`config.mk`:
```
export PLATFORM = sky130hd
export DESIGN_NAME = cck_front
export DESIGN_NICKNAME = d
export VERILOG_FILES = /design/src/cck_pkg.sv /design/src/cck_front.sv
export SDC_FILE = /design/constraint.sdc
export NUM_CORES = 1
export LEC_CHECK = 0
export BUFFER_PORTS_ARGS = -buffer_cell sky130_fd_sc_hd__buf_2
export CORE_UTILIZATION = 41
export CTS_CLUSTER_SIZE = 40
export DETAILED_ROUTE_END_ITERATION = 6
export GPL_TIMING_DRIVEN = 0
export PLACE_DENSITY = 0.71
export SLEW_MARGIN = 5
export SYNTH_ARGS = -nofsm -noshare
export SYNTH_HDL_FRONTEND = slang
export SYNTH_SLANG_ARGS = --single-unit
```
`constraint.sdc`:
```
create_clock -name clk -period 8.3 [get_ports clk]
set_input_delay 1.245 -clock clk [delete_from_list [all_inputs] [get_ports clk]]
set_output_delay 1.245 -clock clk [all_outputs]
set_load 0.005 [all_outputs]
```
`src/cck_pkg.sv`:
```
// ----------------------------------------------------------------------------
// cck_pkg
// Shared types, constants and ChaCha round functions for the keystream XOR.
// ----------------------------------------------------------------------------
package cck_pkg;

  localparam int NumRegs    = 8;
  localparam int QueueDepth = 4;
  localparam int QueuePtrW  = 2;

  // Register indexes
  localparam logic [2:0] REG_CONST01  = 3'd0;
  localparam logic [2:0] REG_CONST23  = 3'd1;
  localparam logic [2:0] REG_KEY01    = 3'd2;
  localparam logic [2:0] REG_KEY23    = 3'd3;
  localparam logic [2:0] REG_KEY45    = 3'd4;
  localparam logic [2:0] REG_KEY67    = 3'd5;
  localparam logic [2:0] REG_COUNTER  = 3'd6;
  localparam logic [2:0] REG_NONCE    = 3'd7;

  localparam logic [2:0] POS_FIRST = 3'd0;
  localparam logic [2:0] POS_LAST  = 3'd7;

  typedef logic [15:0][31:0]        state_t;
  typedef logic [NumRegs-1:0][63:0] regs_t;

  // One queued item: data word, position within the block, block counter
  typedef struct packed {
    logic [63:0] data;
    logic [2:0]  pos;
    logic [63:0] count;
  } entry_t;

  function automatic logic [31:0] rotl(input logic [31:0] v, input int n);
    rotl = (v << n) | (v >> (32 - n));
  endfunction

  // Quarter round, returns {a, b, c, d}
  function automatic logic [127:0] quarter(input logic [31:0] a_i, input logic [31:0] b_i,
                                           input logic [31:0] c_i, input logic [31:0] d_i);
    logic [31:0] a, b, c, d;
    a = a_i; b = b_i; c = c_i; d = d_i;
    a = a + b; d = rotl(d ^ a, 16);
    c = c + d; b = rotl(b ^ c, 12);
    a = a + b; d = rotl(d ^ a, 8);
    c = c + d; b = rotl(b ^ c, 7);
    quarter = {a, b, c, d};
  endfunction

  // Column round followed by diagonal round
  function automatic state_t dround(input state_t s);
    state_t x;
    x = s;
    {x[0], x[4], x[8],  x[12]} = quarter(x[0], x[4], x[8],  x[12]);
    {x[1], x[5], x[9],  x[13]} = quarter(x[1], x[5], x[9],  x[13]);
    {x[2], x[6], x[10], x[14]} = quarter(x[2], x[6], x[10], x[14]);
    {x[3], x[7], x[11], x[15]} = quarter(x[3], x[7], x[11], x[15]);
    {x[0], x[5], x[10], x[15]} = quarter(x[0], x[5], x[10], x[15]);
    {x[1], x[6], x[11], x[12]} = quarter(x[1], x[6], x[11], x[12]);
    {x[2], x[7], x[8],  x[13]} = quarter(x[2], x[7], x[8],  x[13]);
    {x[3], x[4], x[9],  x[14]} = quarter(x[3], x[4], x[9],  x[14]);
    dround = x;
  endfunction

endpackage

```
`src/cck_front.sv`:
```
// ----------------------------------------------------------------------------
// cck_front
// Accepts items, tracks word position and block counter, tags each item.
// ----------------------------------------------------------------------------
module cck_front import cck_pkg::*; (
  input  logic        clk,
  input  logic        rst_n,
  input  logic        in_valid,
  output logic        in_stall,
  input  logic [63:0] in_data_in,
  input  logic        in_restart,
  input  logic [63:0] start_count,
  input  logic        q_full,
  output logic        q_push,
  output entry_t      q_entry
);

  logic [2:0]  pos_r, pos_nxt, pos_eff;
  logic [63:0] cnt_r, cnt_nxt, cnt_eff;

  assign in_stall = q_full;
  assign q_push   = in_valid && !q_full;

  // Restart reloads the configured counter before this item
  assign pos_eff = in_restart ? POS_FIRST : pos_r;
  assign cnt_eff = in_restart ? start_count : cnt_r;

  assign q_entry = '{data: in_data_in, pos: pos_eff, count: cnt_eff};

  always_comb begin
    pos_nxt = pos_r;
    cnt_nxt = cnt_r;
    if (q_push) begin
      pos_nxt = pos_eff + 3'd1;
      cnt_nxt = (pos_eff == POS_LAST) ? cnt_eff + 64'd1 : cnt_eff;
    end
  end

  always_ff @(posedge clk) begin
    if (!rst_n) begin
      pos_r <= POS_FIRST;
      cnt_r <= '0;
    end else begin
      pos_r <= pos_nxt;
      cnt_r <= cnt_nxt;
    end
  end

endmodule

```
# After elaboration in Yosys (flattened, before gate mapping)
# Cells that the tools add are included.
[word_totals]
register_bits = 67
wordCells = 10
input_bits = 133
output_inout_bits = 133
[op_classes]
n_mux = 3
eq_ne = 1
reduce_logical = 2
add_sub_neg = 2
[op_table]
columns = ["operator", "count"]
rows = [
  ["$mux W64", 2],
  ["$add A64 B1 Y64 const B", 1],
  ["$add A3 B1 Y3 const B", 1],
  ["$eq A3 B3 Y1 const B", 1],
  ["$mux W3", 1],
  ["$logic_and A1 B1 Y1", 1],
  ["$logic_not A1 Y1", 1],
]

# Logic depth before layout (Yosys ltp)
[logic_depth]
depth_word = 3
depth_mapped = 15
depth_no_buf = 9

# Worst setup path before layout
# No wires, ideal clock.
[synth_path]
path_kind = "in2reg"
startpoint = "input in_restart"
endpoint = "register cnt_r[48]"
stages = 15
setup_slack_ns = 3.967
setup_ns = 0.117
arrival_ns = 4.216
t_required_ns = 8.183
n_path_buf = 6
path_cell_list = "buf_6 -> buf_8 -> buf_6 -> buf_2 -> buf_2 -> buf_1 -> nor2b_1 -> ha_1 -> ha_1 -> nand2_1 -> a211oi_2 -> nand4_2 -> nor3_2 -> nand4_1 -> a32o_1"
[synth_lines]
columns = ["item", "line_no", "rtl"]
rows = [
  ["start, declared", "cck_front.sv:11", "input logic in_restart,"],
  ["end signal, assigned", "cck_front.sv:45", "cnt_r <= cnt_nxt;"],
  ["end, declared", "cck_front.sv:19", "logic [63:0] cnt_r, cnt_nxt, cnt_eff;"],
]

# Worst setup path in the final report
[layout_path]
startpoint = "input in_restart"
endpoint = "register cnt_r[24]"
[layout_between]
elab_chain_len = 3
word_cells_on_any_way = 5
cone_classes = "add/sub (1); eq/ne (1); mux (3)"
[layout_rtl]
columns = ["item", "line_no", "rtl"]
rows = [
  ["$mux W64 or $mux W3 (tied branches)", "cck_front.sv:26, cck_front.sv:25", ""],
  ["$add A64 B1 Y64 or $eq A3 B3 Y1 (tied branches)", "cck_front.sv:35", "cnt_nxt = (pos_eff == POS_LAST) ? cnt_eff + 64'd1 : cnt_eff;"],
  ["$mux W64 (*)", "cck_front.sv:35", ""],
]
# Every way passes the cells marked *; elsewhere a longest branch is shown, timed or not.
# A chain may end at the register's enable or synchronous reset.

==> results.ini <==
[outcome]
run_status=finished, violations left
violations=design-rule violations

[floorplanning]
placeableCoreArea_um2=14000
top_level_ports=266
initial_core_utilization_pct=42.4
floorplan.die.height_um=122
fp.dieArea_um2=15000
floorplan.rows=43
floorplan.die.width_um=122

[critical_path]
cp_data_required_time_ps=8540
startpoint=in_restart
setup.worst_path.start_class=input port
cpMaxStageDelayCell=nor2_1
critical_path_arrival_ps=5600
worstReg2RegStart=pos_r[0]$_SDFFE_PN0P_
path_buf_inv=6
path_delay_family=simple AND/OR/NAND/NOR gates
worstPathCellList=buf_6 > buf_8 > buf_6 > buf_2 > buf_2 > buf_1 > nor2b_1 > ha_1 > ha_1 > nand2_1 > a211oi_2 > nand4_2 > nor2_1 > a21oi_1 > a311o_1
critPathCaptureType=register
worst-setup-path-type=input port to register
worst_path_max_stage_delay_ps=700
crit_fanout=10

[grt]
grt_pass1_wl_um=34100
gr-total-overflow=0
grt_antenna_before_repair=0
gr-usage-all-layers_pct=30.5
largest_net_degree_at_the_start_of_global_routing=12
first_global_vias=6230

[layout]
ff_latch_area_um2=1340
post_route_cells_drive_above_1_share_pct=36.9
nFillCells=1385
final_design_area_no_fill_um2=7500
antenna-diode-count=0
areaGrowthSynthToFinish_pct=26.1
final_net_count=1110
multi_input_comb_area_um2=3860

[timing]
final-hold-violation-count=0
finalSetupViolCount=0
finalWorstSetupSlack_ps=2950
final.setup.tns_ps=0
post-route-min-period_ps=5350
slew_headroom_pct=38.6
unrepaired_setup_endpoints_after_global_routing=no
top_achievable_clock_speed_mhz=187
worst_pin_slew_ps=921
tcrit_tclk_final_pct=64.5
slew_viol_final=0
fin_worst_skew_ps=8.42

[synth]
synth_fp_nets=899
synth-edff-count=0
post_synth_inst_count=763
yosys_register_bits=67
synth_sequential_area_ratio_pct=22.5
synthFlopType=dfxtp_1
syn_area_um2=5950
netlist-cell-type-count=63
synth.avg_cell_area_um2=7.80
postSynth.asyncResetShare_pct=0
yosys_warnings=0

[power_and_ir_drop]
fin_total_pwr_uw=1010
sequentialPowerShare_pct=34.1
total_switching_power_uw=293
switching_part_of_the_total_pct=29.0
power_frac_comb_pct=22.4
p_int_uw=718
power.ir.vdd_worst_mv=0.0996
power.share.clock_pct=43.4
static-leakage-power_uw=0.00338
p_per_area_nw_per_um2=135

[placement]
buffer_ports.inserted=200
detailed_place.area_um2=7170
dp_hpwl_um=17300
place.gp.congestion=0.999
preCtsSetupSlack_ps=2700

[routing]
avgViaCountPerCell=5.99
ant_nets=0
detail_route.first_pass.iterations=7
routed_wirelength_um=23200
dr_total_vias=6944
post-route-drc-count=3
drt_iter0_markers=884
avgRoutedWirePerCell_um=20.0

[cts]
max-clock-path-buffers=2
tritoncts_clock_tree=done
clkTransAtPathRegs_ps=60
postCtsSetupBuffers=0
numClockSinks=67
clock_insertion_delay_worst_skew_ps=350
clk_root_buffer_cell=clkbuf_16
post_cts.resized_instances=0
post_cts_hold_buffer_count=0
htree_levels=3
tritoncts_buffer_count=9

[hold_path]
holdCritStartpoint=cnt_r[62]$_SDFFE_PN0P_
min-delay-path-class=register to register

[flow_run]
drv_cap=0

synth_stat cells (6+ instances only):
master / instances / share of area [%]
buf_2: 11 / 0.93
a21oi_1: 13 / 1.1
and2_1: 16 / 1.7
o211ai_1: 7 / 0.88
nor4_1: 15 / 1.6
nand3b_1: 22 / 2.8
mux2i_1: 18 / 3.0
nand4_1: 39 / 4.1
clkbuf_1: 18 / 1.1
nand3_1: 63 / 5.3
mux2_2: 48 / 9.1
nor2_1: 24 / 1.5
a22oi_1: 19 / 2.4
o21ai_0: 44 / 3.7
nand2_1: 108 / 6.8
xnor2_1: 28 / 4.1
buf_4: 67 / 8.5
inv_1: 16 / 1.0
a21boi_0: 6 / 0.76
nand4b_1: 10 / 1.5
dfxtp_1: 67 / 23
and3_1: 11 / 1.2
sequential cells by signal (all words and copies together), names as in the netlist:
name	cells
pos_r	3
cnt_r	64
worst reg2reg max path, delay by kind of cell, from the launching register on:
kind                     cells  cell delay [ps]
AND/OR/NAND/NOR              4             1500
AO/OA/AOI/OAI                3             1050
adder cells (fa/ha/maj)      2              420
flip-flops                   1              320
placed cells by master, fill, tap and decap left out, drive strengths merged, types with 18 or more instances in the layout:
master and n:
xnor2 28, nor2 24, dfxtp 67, a22oi 20
mux2i 18, o21ai 46, mux2 48, nand3 64
buf 285, nand2 108, nand4 41, clkbuf 30
nand3b 23
power groups by stage:
stage,Combinational [uW],Sequential [uW],Clock (uW)
floorplan,126,348,0
global route,243,346,454
finish,227,345,439
CTS,223,345,438
detailed placement,222,351,0
global placement,220,351,0
final timing paths:
path / end / slack [ps] / cells after the start
max: cnt_r[24]$_SDFFE_PN0P_ / 2950 / 15
min: cnt_r[62]$_SDFFE_PN0P_ / 450 / 2
max reg2reg: cnt_r[24]$_SDFFE_PN0P_ / 4920 / 9
min reg2reg: cnt_r[62]$_SDFFE_PN0P_ / 450 / 2
stage by stage:
stage	std cells	hold slack, ps	utilization (%)
floorplan	763	412	-
global placement	1143	424	51.1
detailed placement	1143	433	51.1
CTS	1159	453	53.4
global route	1159	478	53.4
finish	1159	448	53.4
area by class of cell:
type	count	share of cell area [%]
Inverter	16	0.800
Clock inverter	4	0.967
Timing Repair Buffer	200	13.3
Multi-Input combinational cell	577	51.5
Buffer	103	9.14
Sequential cell	67	17.9
Clock buffer	12	3.42
Tap cell	180	3.00
layer usage:
| metal | wire length, um | vias up | GRT usage [%] |
|---|---|---|---|
| met5 | 0 | - | 0 |
| met4 | 1020 | 0 | 15.5 |
| met3 | 2730 | 79 | 7.85 |
| met2 | 10000 | 483 | 46.9 |
| met1 | 9470 | 3212 | 39.2 |
| li1 | - | 3170 | - |
cells by family after synthesis:
kind of cell	synth area share, %
xor gates and xnor gates	4.86
adders and majority gates	0.631
muxes	12.1
AOI/OAI and AO/OA	15.3
buffers and inverters	12.5
and+or+nand+nor	32.0
DFF	22.5
No activity file was read; power rests on OpenSTA's default activity.
