### config.mk
export PLATFORM = sky130hd
export DESIGN_NAME = cck_queue
export DESIGN_NICKNAME = d
export VERILOG_FILES = /design/src/cck_pkg.sv /design/src/cck_queue.sv
export SDC_FILE = /design/constraint.sdc
export NUM_CORES = 1
export LEC_CHECK = 0
export BUFFER_PORTS_ARGS = -buffer_cell sky130_fd_sc_hd__buf_2
export CAP_MARGIN = 30
export CORE_ASPECT_RATIO = 0.8
export CORE_UTILIZATION = 59
export CTS_BUF_LIST = sky130_fd_sc_hd__clkbuf_8
export DETAILED_ROUTE_END_ITERATION = 7
export PLACE_DENSITY = 0.86
export SETUP_SLACK_MARGIN = 0.2
export SYNTH_ARGS = -nofsm -noshare
export SYNTH_HDL_FRONTEND = slang
export SYNTH_SLANG_ARGS = --single-unit
### constraint.sdc
create_clock -name clk -period 4.5 [get_ports clk]
set_input_delay 0.225 -clock clk [delete_from_list [all_inputs] [get_ports clk]]
set_output_delay 0.225 -clock clk [all_outputs]
set_load 0.1 [all_outputs]
### src/cck_pkg.sv
// ----------------------------------------------------------------------------
// cck_pkg
// Shared types, constants and ChaCha round functions for the keystream XOR.
// ----------------------------------------------------------------------------
package cck_pkg;

  localparam int NumRegs    = 8;
  localparam int QueueDepth = 4;
  localparam int QueuePtrW  = 2;

  // Register indexes
  localparam logic [2:0] REG_CONST01  = 3'd0;
  localparam logic [2:0] REG_CONST23  = 3'd1;
  localparam logic [2:0] REG_KEY01    = 3'd2;
  localparam logic [2:0] REG_KEY23    = 3'd3;
  localparam logic [2:0] REG_KEY45    = 3'd4;
  localparam logic [2:0] REG_KEY67    = 3'd5;
  localparam logic [2:0] REG_COUNTER  = 3'd6;
  localparam logic [2:0] REG_NONCE    = 3'd7;

  localparam logic [2:0] POS_FIRST = 3'd0;
  localparam logic [2:0] POS_LAST  = 3'd7;

  typedef logic [15:0][31:0]        state_t;
  typedef logic [NumRegs-1:0][63:0] regs_t;

  // One queued item: data word, position within the block, block counter
  typedef struct packed {
    logic [63:0] data;
    logic [2:0]  pos;
    logic [63:0] count;
  } entry_t;

  function automatic logic [31:0] rotl(input logic [31:0] v, input int n);
    rotl = (v << n) | (v >> (32 - n));
  endfunction

  // Quarter round, returns {a, b, c, d}
  function automatic logic [127:0] quarter(input logic [31:0] a_i, input logic [31:0] b_i,
                                           input logic [31:0] c_i, input logic [31:0] d_i);
    logic [31:0] a, b, c, d;
    a = a_i; b = b_i; c = c_i; d = d_i;
    a = a + b; d = rotl(d ^ a, 16);
    c = c + d; b = rotl(b ^ c, 12);
    a = a + b; d = rotl(d ^ a, 8);
    c = c + d; b = rotl(b ^ c, 7);
    quarter = {a, b, c, d};
  endfunction

  // Column round followed by diagonal round
  function automatic state_t dround(input state_t s);
    state_t x;
    x = s;
    {x[0], x[4], x[8],  x[12]} = quarter(x[0], x[4], x[8],  x[12]);
    {x[1], x[5], x[9],  x[13]} = quarter(x[1], x[5], x[9],  x[13]);
    {x[2], x[6], x[10], x[14]} = quarter(x[2], x[6], x[10], x[14]);
    {x[3], x[7], x[11], x[15]} = quarter(x[3], x[7], x[11], x[15]);
    {x[0], x[5], x[10], x[15]} = quarter(x[0], x[5], x[10], x[15]);
    {x[1], x[6], x[11], x[12]} = quarter(x[1], x[6], x[11], x[12]);
    {x[2], x[7], x[8],  x[13]} = quarter(x[2], x[7], x[8],  x[13]);
    {x[3], x[4], x[9],  x[14]} = quarter(x[3], x[4], x[9],  x[14]);
    dround = x;
  endfunction

endpackage

### src/cck_queue.sv
// ----------------------------------------------------------------------------
// cck_queue
// Small FIFO of tagged items between the front and the keystream back end.
// ----------------------------------------------------------------------------
module cck_queue import cck_pkg::*; (
  input  logic   clk,
  input  logic   rst_n,
  input  logic   push,
  input  entry_t push_entry,
  input  logic   pop,
  output logic   full,
  output logic   empty,
  output entry_t head
);

  entry_t                  mem_r [QueueDepth];
  logic [QueuePtrW-1:0]    wr_r, rd_r;
  logic [QueuePtrW:0]      fill_r;

  assign full  = (fill_r == (QueuePtrW+1)'(QueueDepth));
  assign empty = (fill_r == '0);
  assign head  = mem_r[rd_r];

  // Storage
  always_ff @(posedge clk) begin
    if (push) begin
      mem_r[wr_r] <= push_entry;
    end
  end

  // Pointers and fill level
  always_ff @(posedge clk) begin
    if (!rst_n) begin
      wr_r   <= '0;
      rd_r   <= '0;
      fill_r <= '0;
    end else begin
      if (push) wr_r <= wr_r + 1'b1;
      if (pop)  rd_r <= rd_r + 1'b1;
      fill_r <= fill_r + (QueuePtrW+1)'(push) - (QueuePtrW+1)'(pop);
    end
  end

endmodule

Yosys cells after proc, flatten, opt, wreduce, memory -nomap -nowiden
Memory sizes are Yosys's and may differ from the RTL's. A register that Yosys moved wholly into a read port is not among the register bits.
Cells that the tools add are included.
Storage, ports and cells
  memories kept: 1
  word-level logic and storage cells: 14
  output and inout bits: 133
  memory bits (writable): 524
  input port bits: 135
  register bits after elaboration: 7
Operators by class
  muxes and demuxes: 4
  equal/unequal tests: 1
  $add $sub $neg: 4
  reduce and logical (&&, ||, !) cells: 1
Memories
  mem_r: depth 4, bits a word 131, read ports 1, clocked after Yosys merged registers in 1, write ports 1, RTL line cck_queue.sv:16  | entry_t mem_r [QueueDepth];
Operators by type and width (count)
  2-bit by 1-bit adder with 2-bit output (second input constant): 2
  2-bit 2-to-1 mux: 2
  3-bit by 1-bit adder with 3-bit output: 1
  3-bit == test (second input constant): 1
  3-bit logical NOT: 1
  3-bit by 1-bit subtractor with 3-bit output: 1
  1-bit 2-to-1 mux: 2

Logic depth before layout (Yosys ltp)
  word-level depth: 3
  depth in mapped cells: 7

Least setup slack after synthesis
No wires, ideal clock.
  kind: register -> register
  start point: register wr_r[0]
  end point: memory mem_r[0][0] in the netlist's numbering (enable)
  arrival time: 3547 ps
  path buffers: 0
  path slack: 447 ps
  required time: 3995 ps
  cell stages (with the launch flop): 4
  cell sequence: dfxtp_1 inv_1 ha_1 and2_1
RTL lines
  start: declaration: RTL line cck_queue.sv:17  | logic [QueuePtrW-1:0] wr_r, rd_r;
  start signal: assignment: RTL line cck_queue.sv:38  | if (push) wr_r <= wr_r + 1'b1;
  end: declaration: RTL line cck_queue.sv:16
Straight into the memory's write port.

==> results_tabular.tex <==
\begin{tabular}{lr}
\hline
Metric & Value \\
\hline
\multicolumn{2}{l}{\textbf{Pwr}} \\
PwrDens & 492 nW/um\^{}2 \\
Comb pwr share & 0.199 \\
Maximum vdd drop & 552 uV \\
Leakage power figure & 0.00826 uW \\
Switching fraction of total power & 0.312 \\
Internal power & 8130 uW \\
Sequential share of power & 0.492 \\
Switching power summed over all nets & 3680 uW \\
Clock share of power & 0.309 \\
\multicolumn{2}{l}{\textbf{Yosys}} \\
Netlist cell types & 21 \\
Most instantiated library cell after synthesis & sky130\_fd\_sc\_hd\_\_edfxtp\_1 \\
Yosys top cell area share & 0.813 \\
Main area contributors after synthesis & sky130\_fd\_sc\_hd\_\_edfxtp\_1 81\%, sky130\_fd\_sc\_hd\_\_mux4\_2 15\%, sky130\_fd\_sc\_hd\_\_dfxtp\_1 0.93\% \\
Post-synthesis sequential area ratio & 0.822 \\
Prevailing post-synth register cell & sky130\_fd\_sc\_hd\_\_edfxtp\_1 \\
Area of the mapped netlist & 19400 sq um \\
Post-synthesis async set-or-reset flop share & 0 \\
FF+latch count, synth & 533 \\
Net count after synthesis & 870 \\
Leading cell types by count after synthesis & 524 x sky130\_fd\_sc\_hd\_\_edfxtp\_1, 131 x sky130\_fd\_sc\_hd\_\_mux4\_2, 14 x sky130\_fd\_sc\_hd\_\_buf\_2 \\
Warnings from Yosys & 0 \\
Cell count after synthesis & 728 \\
Number of flops mapped to enable cells by yosys & 524 \\
Largest area contributor in the synthesized netlist & sky130\_fd\_sc\_hd\_\_edfxtp\_1 \\
Synthesized area per cell & 26.6 sq um \\
\multicolumn{2}{l}{\textbf{Global routing}} \\
Initial antenna violation count & 7 \\
Total congestion overflow & 0 \\
Vias in the first global route & 10300 \\
Maximum number of pins on one net before global-route repair & 91 \\
GR Util All Layers & 0.250 \\
First-pass GRT wire length & 60900 um \\
\multicolumn{2}{l}{\textbf{Finish}} \\
Relative area change from synthesis to final layout & 24.0\% \\
Finished Cell Area & 24000 sq um \\
Number of nets in the finished design & 1334 \\
Share of final-layout standard cells stronger than drive strength 1 & 0.417 \\
\multicolumn{2}{l}{\textbf{STA}} \\
Setup tns final & 0 ps \\
Minimum setup slack in the final design & 1510 ps \\
Final setup fails & 0 \\
Worst clock skew & 32.8 ps \\
Upper clock frequency limit & 334 MHz \\
Tmin final & 2990 ps \\
Number of hold violations in the final report & 0 \\
Worst-Margin Slew & 795 ps \\
Final critical-path share of the clock period & 0.665 \\
Pins over their slew limit & 0 \\
Setup repair after global routing missed its margin & no \\
Worst slew slack as a fraction of its limit & 0.470 \\
\multicolumn{2}{l}{\textbf{Min path}} \\
Worst hold path startpoint & push\_entry[32] \\
Type of the tightest min-delay check & input port to flip-flop \\
\multicolumn{2}{l}{\textbf{Placed design}} \\
Routability-driven placement congestion ratio & 0.741 \\
Number of port buffers & 267 \\
Half-perimeter wire length after detailed placement & 22100 um \\
Area after detailed placement & 21200 sq um \\
Worst setup slack before clock tree synthesis & 2060 ps \\
\multicolumn{2}{l}{\textbf{Worst setup path}} \\
Start of the worst register-to-register path & wr\_r[0] \\
CP Data Arrival Time & 2770 ps \\
Setup Crit Path Kind & flip-flop to output port \\
Startpoint kind of the worst setup timing path & flip-flop \\
WP data required & 4280 ps \\
Nature of the critical path endpoint & output port \\
Largest fanout on the critical path & 27 \\
\multicolumn{2}{l}{\textbf{Routing}} \\
Wire length per cell after detailed routing & 24.6 um \\
Number of DRC violations after detailed-routing iteration 0 & 782 \\
Remaining design rule violation count & 0 \\
1st-pass router iterations & 5 \\
Post-Route WL & 41100 um \\
DR vias/cell & 5.74 \\
Vias post-DR & 9605 \\
Final ANT Viol Nets & 0 \\
\multicolumn{2}{l}{\textbf{CTS}} \\
Post-cts repair resize count & 0 \\
Clock root buffer master & sky130\_fd\_sc\_hd\_\_clkbuf\_8 \\
H-Tree Depth & 3 \\
Worst-Skew Late Latency & 620 ps \\
Clock slew seen by the registers of the worst setup and hold paths & 70 ps \\
Max Buffers Root-to-Sink & 3 \\
Number of buffers added by the clock tree synthesis step & 79 \\
Clock tree from TritonCTS & yes \\
Sinks on Clock Net & 533 \\
\multicolumn{2}{l}{\textbf{Floorplanning}} \\
Floorplan row count & 58 \\
DIE HEIGHT & 164 um \\
Top Ports & 268 \\
Die width & 204 um \\
Total die area & 33500 sq um \\
Effective utilization at floorplan & 0.607 \\
Placeable Area & 31900 sq um \\
\multicolumn{2}{l}{\textbf{Run}} \\
Number of violations of the max-capacitance limit & 0 \\
\multicolumn{2}{l}{\textbf{Outcome}} \\
Status & complete, no violations \\
\hline
\end{tabular}
through the flow:
step                hold WS, ps   util  power (uW)  std cells
floorplan                   324      -        7760        728
global placement            435  0.665        8100       1397
detailed placement          440  0.665        8150       1397
CTS                         323  0.752       11900       1666
global route                341  0.753       12200       1673
finish                      364  0.753       11800       1673
worst paths after layout:
kind / to / slack, ps / depth (start not counted)
worst max-delay path: head[118] / 1510 / 3
worst min-delay path: mem_r[1][32] / 360 / 2
worst max register to register: mem_r[1][18] / 2340 / 3
worst min register to register: flip-flop / 550 / 2
routing by layer:
layer  up-vias  wire length, um  track usage
met5         -                0            0
met4         0              888       0.0855
met3        78             3790       0.0708
met2       512            20700        0.410
met1      4930            15700        0.325
li1       4085                -            -
flip-flops by register name, summed over array words and instances (netlist names), named ones only:
name    cells
rd_r        2
mem_r     524
wr_r        2
fill_r      3
placed cells by master, fill, tap and decap left out, types with 2 or more instances in the layout:
cell | synthesis | routed
sky130_fd_sc_hd__buf_2 | 14 | 267
sky130_fd_sc_hd__clkbuf_8 | 0 | 83
sky130_fd_sc_hd__xnor2_1 | 2 | 2
sky130_fd_sc_hd__buf_12 | 0 | 7
sky130_fd_sc_hd__diode_2 | 0 | 7
sky130_fd_sc_hd__clkinv_1 | 0 | 14
sky130_fd_sc_hd__bufinv_16 | 0 | 3
sky130_fd_sc_hd__and2_4 | 0 | 4
sky130_fd_sc_hd__inv_1 | 7 | 26
sky130_fd_sc_hd__mux4_2 | 131 | 131
sky130_fd_sc_hd__and2_1 | 6 | 2
sky130_fd_sc_hd__dlygate4sd3_1 | 0 | 134
sky130_fd_sc_hd__nor2_1 | 5 | 5
sky130_fd_sc_hd__dfxtp_4 | 0 | 2
sky130_fd_sc_hd__ha_1 | 6 | 6
sky130_fd_sc_hd__edfxtp_1 | 524 | 524
sky130_fd_sc_hd__clkinv_2 | 0 | 13
sky130_fd_sc_hd__dfxtp_1 | 9 | 7
sky130_fd_sc_hd__clkinvlp_4 | 0 | 3
sky130_fd_sc_hd__buf_4 | 2 | 5
repair_timing:
item,4_1_cts,5_1_grt
endpoints found under the hold margin,533,0
setup buffers,0,0
hold buffers,134,0
power groups by stage:
stage | Sequential [uW] | Clock [uW] | Combinational (uW)
after floorplan | 5880 | 0 | 1880
after global placement | 5880 | 0 | 2220
after detailed placement | 5900 | 0 | 2250
after CTS | 5800 | 3690 | 2360
after global routing | 5820 | 3920 | 2430
final | 5810 | 3650 | 2350
logic make-up (layout without fill, tap and decap cells):
group                      after synthesis  in the layout  share of synthesized area
DFF                                    533            533                      0.822
muxes                                  132            132                      0.153
buffers and inverters                   37            555                     0.0129
and+or+nand+nor                         14             14                    0.00388
adders and majority gates                7              7                    0.00491
xor gates and xnor gates                 3              3                    0.00213
AOI/OAI and AO/OA                        2              2                   0.000776
other                                    0              7                          0
worst max-delay path: stages (launching register included):
cell and delay [ps]:
sky130_fd_sc_hd__dfxtp_4 740, sky130_fd_sc_hd__buf_4 520, sky130_fd_sc_hd__mux4_2 590, sky130_fd_sc_hd__buf_2 310
layout make-up:
cell class	instances	area, sq um
antenna	7	17.5
clock buffer	83	1140
clock inverter	52	302
fill	1610	7870
inverter	7	26.3
multi-input combinational	158	3200
sequential	533	15900
tap	420	526
timing repair buffer	413	2860
(Power assumes the default switching activity.)
